$ cat src/rtl/suag_pkg.sv
// Shared types and constants of the slice update address generator.
// No dependencies; every other file of the block imports this package.
package suag_pkg;

  localparam int NFIELDS          = 4;
  localparam int FIELD_IDX_W      = 2;
  localparam int CFG_IDX_W        = 3;
  localparam int CFG_OPERAND_BASE = 0;
  localparam int CFG_UPDATE_BASE  = 4;
  localparam int OUT_ADDR_W       = 32;
  localparam int DATA_W           = 64;
  localparam int START_W          = 64;

  localparam logic OP_START   = 1'b0;
  localparam logic OP_ELEMENT = 1'b1;

  typedef struct packed {
    logic                      op;
    logic signed [START_W-1:0] start_index_0;
    logic signed [START_W-1:0] start_index_1;
    logic signed [START_W-1:0] start_index_2;
    logic signed [START_W-1:0] start_index_3;
    logic [DATA_W-1:0]         element_value;
  } in_req_t;

  typedef struct packed {
    logic [OUT_ADDR_W-1:0] write_address;
    logic [DATA_W-1:0]     write_data;
    logic                  last_write;
  } out_req_t;

  // Commands from the controller to the datapath.
  typedef struct packed {
    logic start_load;
    logic elem_accept;
    logic mul_load;
    logic mul_base;
    logic acc_clear;
    logic mul_step;
    logic stride_wr;
    logic finish;
  } dp_cmd_t;

  // Status from the datapath to the controller.
  typedef struct packed {
    logic out_valid;
    logic block_active;
  } dp_stat_t;

endpackage

$ cat src/rtl/slice_update_address_generator_unit.sv
// Slice update address generator. An op=0 request clamps four signed start
// indices against the operand and update sizes and then computes the row
// strides and base address on a shared shift-add multiplier, one multiplier
// bit per cycle: the input stays closed from the moment the start request is
// taken until the base address is latched, and no result is produced. An op=1
// request carries one update element in row-major order; it yields one write
// request with the flat address, the element bits and a last flag on the final
// element, so elements stream at one per cycle while the output side keeps up.
// The output register lets a new element be taken in the same cycle the
// previous write is consumed. Elements that arrive with no active block, or
// after an empty update, produce no write.
// Configuration registers 0..3 hold the operand sizes and 4..7 the update
// sizes (outermost first); they take effect at the next start request.
// Depends on suag_pkg, suag_ctrl and suag_datapath.
module slice_update_address_generator_unit #(
  parameter int RANK       = 4,
  parameter int ADDR_WIDTH = 32,
  parameter int DIM_WIDTH  = 16
) (
  input  logic                           clk,
  input  logic                           rst_n,
  input  logic                           cfg_we,
  input  logic [suag_pkg::CFG_IDX_W-1:0] cfg_index,
  input  logic [DIM_WIDTH-1:0]           cfg_data,
  input  logic                           in_valid,
  output logic                           in_ready,
  input  suag_pkg::in_req_t              in_req,
  output logic                           out_valid,
  input  logic                           out_ready,
  output suag_pkg::out_req_t             out_req
);
  import suag_pkg::*;

  // Width of a dimension index.
  localparam int IDX_W = (RANK > 1) ? $clog2(RANK) : 1;

  dp_cmd_t          cmd;
  dp_stat_t         stat;
  logic [IDX_W-1:0] sel_idx;
  logic [IDX_W-1:0] wr_idx;

  // The controller sequences the start computation and the handshake.
  suag_ctrl #(
    .RANK      (RANK),
    .DIM_WIDTH (DIM_WIDTH),
    .IDX_W     (IDX_W)
  ) u_ctrl (
    .clk       (clk),
    .rst_n     (rst_n),
    .in_valid  (in_valid),
    .in_op     (in_req.op),
    .in_ready  (in_ready),
    .out_ready (out_ready),
    .stat      (stat),
    .cmd       (cmd),
    .sel_idx   (sel_idx),
    .wr_idx    (wr_idx)
  );

  // The datapath holds all geometry, the address odometer and the output.
  suag_datapath #(
    .RANK       (RANK),
    .ADDR_WIDTH (ADDR_WIDTH),
    .DIM_WIDTH  (DIM_WIDTH),
    .IDX_W      (IDX_W)
  ) u_datapath (
    .clk       (clk),
    .rst_n     (rst_n),
    .cfg_we    (cfg_we),
    .cfg_index (cfg_index),
    .cfg_data  (cfg_data),
    .in_req    (in_req),
    .cmd       (cmd),
    .sel_idx   (sel_idx),
    .wr_idx    (wr_idx),
    .out_ready (out_ready),
    .out_req   (out_req),
    .stat      (stat)
  );

  assign out_valid = stat.out_valid;

endmodule

$ cat src/rtl/suag_datapath.sv
// Datapath of the slice update address generator: configuration registers,
// start clamping, shift-add multiply unit, odometer counters and output register.
// Depends on suag_pkg.
module suag_datapath #(
  parameter int RANK       = 4,
  parameter int ADDR_WIDTH = 32,
  parameter int DIM_WIDTH  = 16,
  parameter int IDX_W      = 2
) (
  input  logic                           clk,
  input  logic                           rst_n,
  input  logic                           cfg_we,
  input  logic [suag_pkg::CFG_IDX_W-1:0] cfg_index,
  input  logic [DIM_WIDTH-1:0]           cfg_data,
  input  suag_pkg::in_req_t              in_req,
  input  suag_pkg::dp_cmd_t              cmd,
  input  logic [IDX_W-1:0]               sel_idx,
  input  logic [IDX_W-1:0]               wr_idx,
  input  logic                           out_ready,
  output suag_pkg::out_req_t             out_req,
  output suag_pkg::dp_stat_t             stat
);
  import suag_pkg::*;

  logic [DIM_WIDTH-1:0]  cfg_osz_r [NFIELDS];
  logic [DIM_WIDTH-1:0]  cfg_usz_r [NFIELDS];

  logic [DIM_WIDTH-1:0]  osz_in    [RANK];
  logic [DIM_WIDTH-1:0]  usz_in    [RANK];
  logic [DIM_WIDTH-1:0]  clamp_in  [RANK];
  logic signed [START_W-1:0] start_arr [NFIELDS];

  logic [DIM_WIDTH-1:0]  osz_r     [RANK];
  logic [DIM_WIDTH-1:0]  ext_r     [RANK];
  logic [DIM_WIDTH-1:0]  cstart_r  [RANK];
  logic [DIM_WIDTH-1:0]  pos_r     [RANK];
  logic [ADDR_WIDTH-1:0] stride_r  [RANK];
  logic [ADDR_WIDTH-1:0] line_r    [RANK];

  logic [ADDR_WIDTH-1:0] mul_a_r;
  logic [DIM_WIDTH-1:0]  mul_b_r;
  logic [ADDR_WIDTH-1:0] acc_r;

  logic                  block_active_r;
  logic                  out_valid_r;
  out_req_t              out_req_r;

  logic                  found;
  logic [IDX_W-1:0]      sel_adv;
  logic [ADDR_WIDTH-1:0] new_line;
  logic                  empty;
  logic                  elem_step;

  assign start_arr[0] = in_req.start_index_0;
  assign start_arr[1] = in_req.start_index_1;
  assign start_arr[2] = in_req.start_index_2;
  assign start_arr[3] = in_req.start_index_3;

  // Configuration registers; the low index bits pick the dimension.
  always_ff @(posedge clk) begin
    if (!rst_n) begin
      for (int i = 0; i < NFIELDS; i++) begin
        cfg_osz_r[i] <= DIM_WIDTH'(1);
        cfg_usz_r[i] <= DIM_WIDTH'(1);
      end
    end else if (cfg_we) begin
      if (cfg_index < CFG_IDX_W'(CFG_UPDATE_BASE)) begin
        cfg_osz_r[cfg_index[FIELD_IDX_W-1:0]] <= cfg_data;
      end else begin
        cfg_usz_r[cfg_index[FIELD_IDX_W-1:0]] <= cfg_data;
      end
    end
  end

  // Per-dimension sizes and clamped start. Dimensions past the configured
  // ones have size one and start zero.
  for (genvar d = 0; d < RANK; d++) begin : g_dim
    logic [DIM_WIDTH-1:0] hi;
    if (d < NFIELDS) begin : g_cfg
      assign osz_in[d] = cfg_osz_r[d];
      assign usz_in[d] = cfg_usz_r[d];
      assign hi = (cfg_osz_r[d] >= cfg_usz_r[d]) ? (cfg_osz_r[d] - cfg_usz_r[d]) : '0;
      always_comb begin
        if (start_arr[d][START_W-1]) begin
          clamp_in[d] = '0;
        end else if ((|start_arr[d][START_W-2:DIM_WIDTH]) ||
                     (start_arr[d][DIM_WIDTH-1:0] > hi)) begin
          clamp_in[d] = hi;
        end else begin
          clamp_in[d] = start_arr[d][DIM_WIDTH-1:0];
        end
      end
    end else begin : g_pad
      assign osz_in[d]   = DIM_WIDTH'(1);
      assign usz_in[d]   = DIM_WIDTH'(1);
      assign hi          = '0;
      assign clamp_in[d] = hi;
    end
  end

  // Innermost dimension whose counter can still advance.
  always_comb begin
    found   = 1'b0;
    sel_adv = '0;
    empty   = 1'b0;
    for (int d = 0; d < RANK; d++) begin
      if (({1'b0, pos_r[d]} + 1'b1) < {1'b0, ext_r[d]}) begin
        found   = 1'b1;
        sel_adv = IDX_W'(d);
      end
      if (ext_r[d] == '0) begin
        empty = 1'b1;
      end
    end
  end

  assign new_line  = line_r[sel_adv] + stride_r[sel_adv];
  assign elem_step = cmd.elem_accept && block_active_r;

  // Shift-add multiply-accumulate: one multiplier bit per cycle.
  always_ff @(posedge clk) begin
    if (cmd.mul_load) begin
      mul_a_r <= stride_r[sel_idx];
      mul_b_r <= cmd.mul_base ? cstart_r[sel_idx] : osz_r[sel_idx];
      if (cmd.acc_clear) begin
        acc_r <= '0;
      end
    end else if (cmd.mul_step) begin
      if (mul_b_r[0]) begin
        acc_r <= acc_r + mul_a_r;
      end
      mul_a_r <= mul_a_r << 1;
      mul_b_r <= mul_b_r >> 1;
    end
  end

  // Latched block geometry, strides and odometer.
  always_ff @(posedge clk) begin
    if (cmd.start_load) begin
      for (int d = 0; d < RANK; d++) begin
        osz_r[d]    <= osz_in[d];
        ext_r[d]    <= usz_in[d];
        cstart_r[d] <= clamp_in[d];
        pos_r[d]    <= '0;
      end
      stride_r[RANK-1] <= ADDR_WIDTH'(1);
    end
    if (cmd.stride_wr) begin
      stride_r[wr_idx] <= acc_r;
    end
    if (cmd.finish) begin
      for (int d = 0; d < RANK; d++) begin
        line_r[d] <= acc_r;
      end
    end
    if (elem_step) begin
      for (int d = 0; d < RANK; d++) begin
        if (!found) begin
          pos_r[d] <= '0;
        end else if (IDX_W'(d) == sel_adv) begin
          pos_r[d]  <= pos_r[d] + DIM_WIDTH'(1);
          line_r[d] <= new_line;
        end else if (IDX_W'(d) > sel_adv) begin
          pos_r[d]  <= '0;
          line_r[d] <= new_line;
        end
      end
    end
  end

  always_ff @(posedge clk) begin
    if (!rst_n) begin
      block_active_r <= 1'b0;
    end else if (cmd.start_load) begin
      block_active_r <= 1'b0;
    end else if (cmd.finish) begin
      block_active_r <= !empty;
    end else if (elem_step && !found) begin
      block_active_r <= 1'b0;
    end
  end

  // Output register.
  always_ff @(posedge clk) begin
    if (!rst_n) begin
      out_valid_r <= 1'b0;
    end else if (elem_step) begin
      out_valid_r <= 1'b1;
    end else if (out_ready) begin
      out_valid_r <= 1'b0;
    end
  end

  always_ff @(posedge clk) begin
    if (elem_step) begin
      out_req_r.write_address <= OUT_ADDR_W'(line_r[RANK-1]);
      out_req_r.write_data    <= in_req.element_value;
      out_req_r.last_write    <= !found;
    end
  end

  assign out_req           = out_req_r;
  assign stat.out_valid    = out_valid_r;
  assign stat.block_active = block_active_r;

  // An active block never has an empty extent.
  a_active_not_empty: assert property (@(posedge clk) disable iff (!rst_n)
    block_active_r |-> !empty)
    else $error("active block with an empty extent");

  // The multiplier only runs while no block streams.
  a_mul_idle: assert property (@(posedge clk) disable iff (!rst_n)
    cmd.mul_step |-> !block_active_r)
    else $error("multiplier stepped during an active block");

  // Every counter stays inside its extent while a block is active.
  for (genvar d = 0; d < RANK; d++) begin : g_chk
    a_pos_range: assert property (@(posedge clk) disable iff (!rst_n)
      block_active_r |-> (pos_r[d] < ext_r[d]))
      else $error("position counter beyond its extent");
  end

endmodule

$ cat src/rtl/suag_ctrl.sv
// Controller of the slice update address generator: handshake and the
// sequence of stride and base multiplications after a start request.
// Depends on suag_pkg.
module suag_ctrl #(
  parameter int RANK      = 4,
  parameter int DIM_WIDTH = 16,
  parameter int IDX_W     = 2
) (
  input  logic               clk,
  input  logic               rst_n,
  input  logic               in_valid,
  input  logic               in_op,
  output logic               in_ready,
  input  logic               out_ready,
  input  suag_pkg::dp_stat_t stat,
  output suag_pkg::dp_cmd_t  cmd,
  output logic [IDX_W-1:0]   sel_idx,
  output logic [IDX_W-1:0]   wr_idx
);
  import suag_pkg::*;

  localparam int CNT_W = $clog2(DIM_WIDTH);

  typedef enum logic [6:0] {
    S_IDLE   = 7'b0000001,
    S_SLOAD  = 7'b0000010,
    S_SMUL   = 7'b0000100,
    S_SSTORE = 7'b0001000,
    S_BLOAD  = 7'b0010000,
    S_BMUL   = 7'b0100000,
    S_DONE   = 7'b1000000
  } state_t;

  state_t           state_r, state_nxt;
  logic [IDX_W-1:0] dim_r, dim_nxt;
  logic [CNT_W-1:0] cnt_r, cnt_nxt;
  logic             accept;
  logic             cnt_last;

  assign in_ready = (state_r == S_IDLE) && (!stat.out_valid || out_ready);
  assign accept   = in_valid && in_ready;
  assign cnt_last = (cnt_r == CNT_W'(DIM_WIDTH - 1));
  assign wr_idx   = dim_r;
  assign sel_idx  = (state_r == S_SLOAD) ? IDX_W'(dim_r + 1'b1) : dim_r;

  always_comb begin
    state_nxt = state_r;
    dim_nxt   = dim_r;
    cnt_nxt   = cnt_r;
    cmd       = '0;
    case (state_r)
      S_IDLE: begin
        if (accept) begin
          if (in_op == OP_START) begin
            cmd.start_load = 1'b1;
            if (RANK > 1) begin
              state_nxt = S_SLOAD;
              dim_nxt   = IDX_W'(RANK - 2);
            end else begin
              state_nxt = S_BLOAD;
              dim_nxt   = '0;
            end
          end else begin
            cmd.elem_accept = 1'b1;
          end
        end
      end
      S_SLOAD: begin
        cmd.mul_load  = 1'b1;
        cmd.acc_clear = 1'b1;
        cnt_nxt       = '0;
        state_nxt     = S_SMUL;
      end
      S_SMUL: begin
        cmd.mul_step = 1'b1;
        if (cnt_last) begin
          cnt_nxt   = '0;
          state_nxt = S_SSTORE;
        end else begin
          cnt_nxt = cnt_r + 1'b1;
        end
      end
      S_SSTORE: begin
        cmd.stride_wr = 1'b1;
        if (dim_r == '0) begin
          state_nxt = S_BLOAD;
        end else begin
          dim_nxt   = dim_r - 1'b1;
          state_nxt = S_SLOAD;
        end
      end
      S_BLOAD: begin
        cmd.mul_load  = 1'b1;
        cmd.mul_base  = 1'b1;
        cmd.acc_clear = (dim_r == '0);
        cnt_nxt       = '0;
        state_nxt     = S_BMUL;
      end
      S_BMUL: begin
        cmd.mul_step = 1'b1;
        if (cnt_last) begin
          cnt_nxt = '0;
          if (dim_r == IDX_W'(RANK - 1)) begin
            state_nxt = S_DONE;
          end else begin
            dim_nxt   = dim_r + 1'b1;
            state_nxt = S_BLOAD;
          end
        end else begin
          cnt_nxt = cnt_r + 1'b1;
        end
      end
      S_DONE: begin
        cmd.finish = 1'b1;
        state_nxt  = S_IDLE;
      end
      default: begin
        state_nxt = S_IDLE;
      end
    endcase
  end

  always_ff @(posedge clk) begin
    if (!rst_n) begin
      state_r <= S_IDLE;
      dim_r   <= '0;
      cnt_r   <= '0;
    end else begin
      state_r <= state_nxt;
      dim_r   <= dim_nxt;
      cnt_r   <= cnt_nxt;
    end
  end

  // The bit counter only moves inside the multiply states.
  a_cnt_in_mul: assert property (@(posedge clk) disable iff (!rst_n)
    (cnt_r != '0) |-> (state_r == S_SMUL || state_r == S_BMUL))
    else $error("bit counter running outside a multiply");

  // A start request closes the input until the geometry is computed.
  a_start_busy: assert property (@(posedge clk) disable iff (!rst_n)
    (accept && in_op == OP_START) |=> !in_ready)
    else $error("input open right after a start request");

endmodule

$ cat config.mk
export PLATFORM = sky130hd
export DESIGN_NAME = slice_update_address_generator_unit
export DESIGN_NICKNAME = d
export VERILOG_FILES = /design/src/rtl/suag_pkg.sv /design/src/rtl/slice_update_address_generator_unit.sv /design/src/rtl/suag_datapath.sv /design/src/rtl/suag_ctrl.sv
export SDC_FILE = /design/constraint.sdc
export NUM_CORES = 2
export LEC_CHECK = 0
export BUFFER_PORTS_ARGS = -buffer_cell sky130_fd_sc_hd__clkbuf_2
export CORE_MARGIN = 4
export CORE_UTILIZATION = 35
export CTS_CLUSTER_SIZE = 20
export DETAILED_ROUTE_END_ITERATION = 16
export GPL_TIMING_DRIVEN = 1
export PLACE_DENSITY = 0.63
export SLEW_MARGIN = 20
export SYNTH_ARGS = -nofsm -noshare
export SYNTH_HDL_FRONTEND = slang
export SYNTH_SLANG_ARGS = --single-unit
$ cat constraint.sdc
create_clock -name clk -period 19.6 [get_ports clk]
set_input_delay 1.96 -clock clk [delete_from_list [all_inputs] [get_ports clk]]
set_output_delay 1.96 -clock clk [all_outputs]
set_load 0.03 [all_outputs]
==> results.json <==
{
  "yosysMostFrequentCell": "edfxtp_1",
  "timing.final.crit_share_pct": 40.5,
  "start_kind": "flip-flop",
  "die_x_um": 365,
  "die_h_um": 365,
  "final.setup.tns_ps": 0,
  "place_inst": 6070,
  "cp_common_cell": "o21ai_0",
  "areaGrowthSynthToFinish_pct": 16.4,
  "skew_ps": 34.4,
  "p_leak_nw": 20.7,
  "numCtsBuffers": 93,
  "power_density_nw_per_um2": 103,
  "rsz0062_at_grt": "false",
  "critPathMaxStageDelay_ps": 820,
  "fin_nets": 5124,
  "synth_edf_count": 817,
  "path_class": "reg2reg",
  "clock_latency_ps": 680,
  "dominantRegCellSynth": "edfxtp_1",
  "cp_data_required_time_ps": 19980,
  "drc_errors": 0,
  "wirelength_mm": 128,
  "finalWeightedCongestion": 0.911,
  "clkSlewWorstSetupHoldPaths_ps": 60,
  "final_cells": 6244,
  "vias_per_cell": 5.31,
  "cts.repair.resized": 0,
  "setup_viol": 0,
  "cts_setup_buffers": 0,
  "netlist_area_sq_um": 44700,
  "grtUsageTotal_pct": 18.6,
  "cts_max_level": 3,
  "cts_hold_buf": 0,
  "seq_area_frac_synth_pct": 55.6,
  "syn_avg_cell_area_sq_um": 10.9,
  "yosysUniqueCellTypes": 90,
  "ys_ff_latch": 832,
  "dieArea_sq_um": 133000,
  "crit_path_top_delay_cell": "buf_4",
  "tightestPinTransition_ps": 1040,
  "hold_path.class": "reg2reg",
  "min_period_ps": 7950,
  "yosys_warnings": 0,
  "crit_fanout": 77,
  "ant_nets": 0,
  "fmax_ghz": 0.126,
  "cp.arrival_ps": 8330,
  "yosysTopAreaCell": "edfxtp_1",
  "synth_cells": 4092,
  "portBuffers": 443,
  "dpl.hpwl_mm": 92.2,
  "clockRootBuffer": "clkbuf_16",
  "dr_total_vias": 33100,
  "grt_pass1_wl_mm": 190,
  "wl_per_cell_um": 20.5,
  "fin_util_pct": 41.2,
  "first_pass_iters": 6,
  "finalHoldViolCount": 0,
  "syn_nets": 4700,
  "initial_core_util_pct": 35.4,
  "layout-drive-gt1-share_pct": 15.8,
  "cts.path.max_buffers": 3,
  "grt_overflow": 0,
  "fp.coreArea_sq_um": 126000,
  "setup_slack_ps": 11650,
  "pre_cts_ws_ps": 11740,
  "cts_tree": "yes",
  "rows": 130,
  "cts_num_sinks": 832,
  "grt_antenna_before_repair": 6,
  "end_kind": "flip-flop",
  "ios": 444,
  "relSlewSlack_pct": 30.7,
  "synthTopCellsByArea": "edfxtp_1 (55%), ha_1 (7.2%), nand2_1 (5.3%)",
  "synth_common_cells": "edfxtp_1 (817), nand2_1 (626), o21ai_0 (291)",
  "outcome": "finished clean",
  "async_reset_ff_share_pct": 0,
  "maxSlewViolCount": 0,
  "yosys.area.top_type_share_pct": 54.9,
  "drtIter0Drc": 3008,
  "grt_pass1_vias": 31800,
  "maxCapViolations": 0,
  "irDropWorstVdd_uv": 60.0,
  "grt_max_degree": 150
}
## flip-flops by register name (all words and copies together), names as in the netlist
register / flops
u_ctrl.cnt_r: 4
u_ctrl.state_r: 7
u_ctrl.wr_idx: 2
u_datapath.acc_r: 32
u_datapath.block_active_r: 1
u_datapath.cfg_osz_r: 64
u_datapath.cfg_usz_r: 64
u_datapath.cstart_r: 64
u_datapath.ext_r: 64
u_datapath.line_r: 128
u_datapath.mul_a_r: 32
u_datapath.mul_b_r: 16
u_datapath.osz_r: 64
u_datapath.out_req: 97
u_datapath.out_valid_r: 1
u_datapath.pos_r: 64
u_datapath.stride_r: 128
## metrics by stage
| stage | cell area (sq um) | hold WS, ps | total power [mW] |
|---|---|---|---|
| after floorplan | 44700 | 423 | 3.14 |
| after global placement | 48700 | 432 | 3.52 |
| after detailed placement | 48700 | 434 | 3.55 |
| after CTS | 52000 | 448 | 5.40 |
| after global routing | 52000 | 452 | 5.63 |
| final | 52000 | 446 | 5.37 |
## critical path: cells and delay by family, from the launching register on
family                   cells  cell delay, ps
buffers and inverters        2            1350
flip-flops                   1             420
adder cells (fa/ha/maj)      3             960
AO/OA/AOI/OAI               14            3070
XOR/XNOR                     2             480
AND/OR/NAND/NOR              7            1250
## path summary, 6_finish.rpt
| kind | start | end | slack, ps | cells after the start |
|---|---|---|---|---|
| worst max-delay path | u_datapath.pos_r[2][2] | u_datapath.line_r[1][30] | 11650 | 28 |
| worst min-delay path | u_datapath.line_r[3][20] | u_datapath.out_req[85] | 450 | 0 |
| worst max register to register | u_datapath.pos_r[2][2] | u_datapath.line_r[1][30] | 11650 | 28 |
| worst min register to register | u_datapath.line_r[3][20] | u_datapath.out_req[85] | 450 | 0 |
## kinds of logic after synthesis
kind of cell             synth area share (%)
buffers and inverters                    3.29
AO/OA/AOI/OAI                            11.3
flip-flops                               55.6
XOR/XNOR                                 3.13
multiplexers                             2.88
adder cells (fa/ha/maj)                  7.47
AND/OR/NAND/NOR                          16.4
## metal layers
layer	track usage (%)	routed length, um
met1	24.4	53600
met2	32.0	62400
met3	2.58	8380
met4	5.58	3790
met5	0	13
## layout by cell type (no fill, tap or decap), types with 25 or more instances in the layout
| master | n |
|---|---|
| o211ai_1 | 25 |
| a31oi_1 | 26 |
| a21oi_1 | 206 |
| nor4_1 | 67 |
| ha_1 | 257 |
| o21ai_0 | 283 |
| inv_1 | 203 |
| o21a_1 | 33 |
| clkbuf_2 | 443 |
| xnor2_1 | 87 |
| clkbuf_16 | 95 |
| nand4_1 | 47 |
| nor2_1 | 235 |
| buf_4 | 44 |
| nand2_1 | 625 |
| and3_1 | 55 |
| nor3_1 | 42 |
| o21ai_1 | 34 |
| a21o_1 | 63 |
| edfxtp_1 | 817 |
| and2_1 | 161 |
| mux2i_1 | 79 |
| nor2b_1 | 54 |
| nand2b_1 | 41 |
| or2_2 | 26 |
| nand3_1 | 115 |
| xor2_1 | 69 |
## power by group
group	internal, mW	total [mW]	switching [mW]
registers	2.11	2.18	0.0761
logic	0.476	1.34	0.867
clock network	1.12	1.85	0.727
## layout make-up
| cell class | instances | area [sq um] |
|---|---|---|
| antenna | 1 | 2.50 |
| clock buffer | 119 | 2550 |
| clock inverter | 53 | 688 |
| fill | 12100 | 74200 |
| inverter | 206 | 781 |
| multi-input combinational | 2893 | 18500 |
| sequential | 832 | 24800 |
| tap | 1650 | 2060 |
| timing repair buffer | 490 | 2600 |
Power figures use the tool's default switching activity.
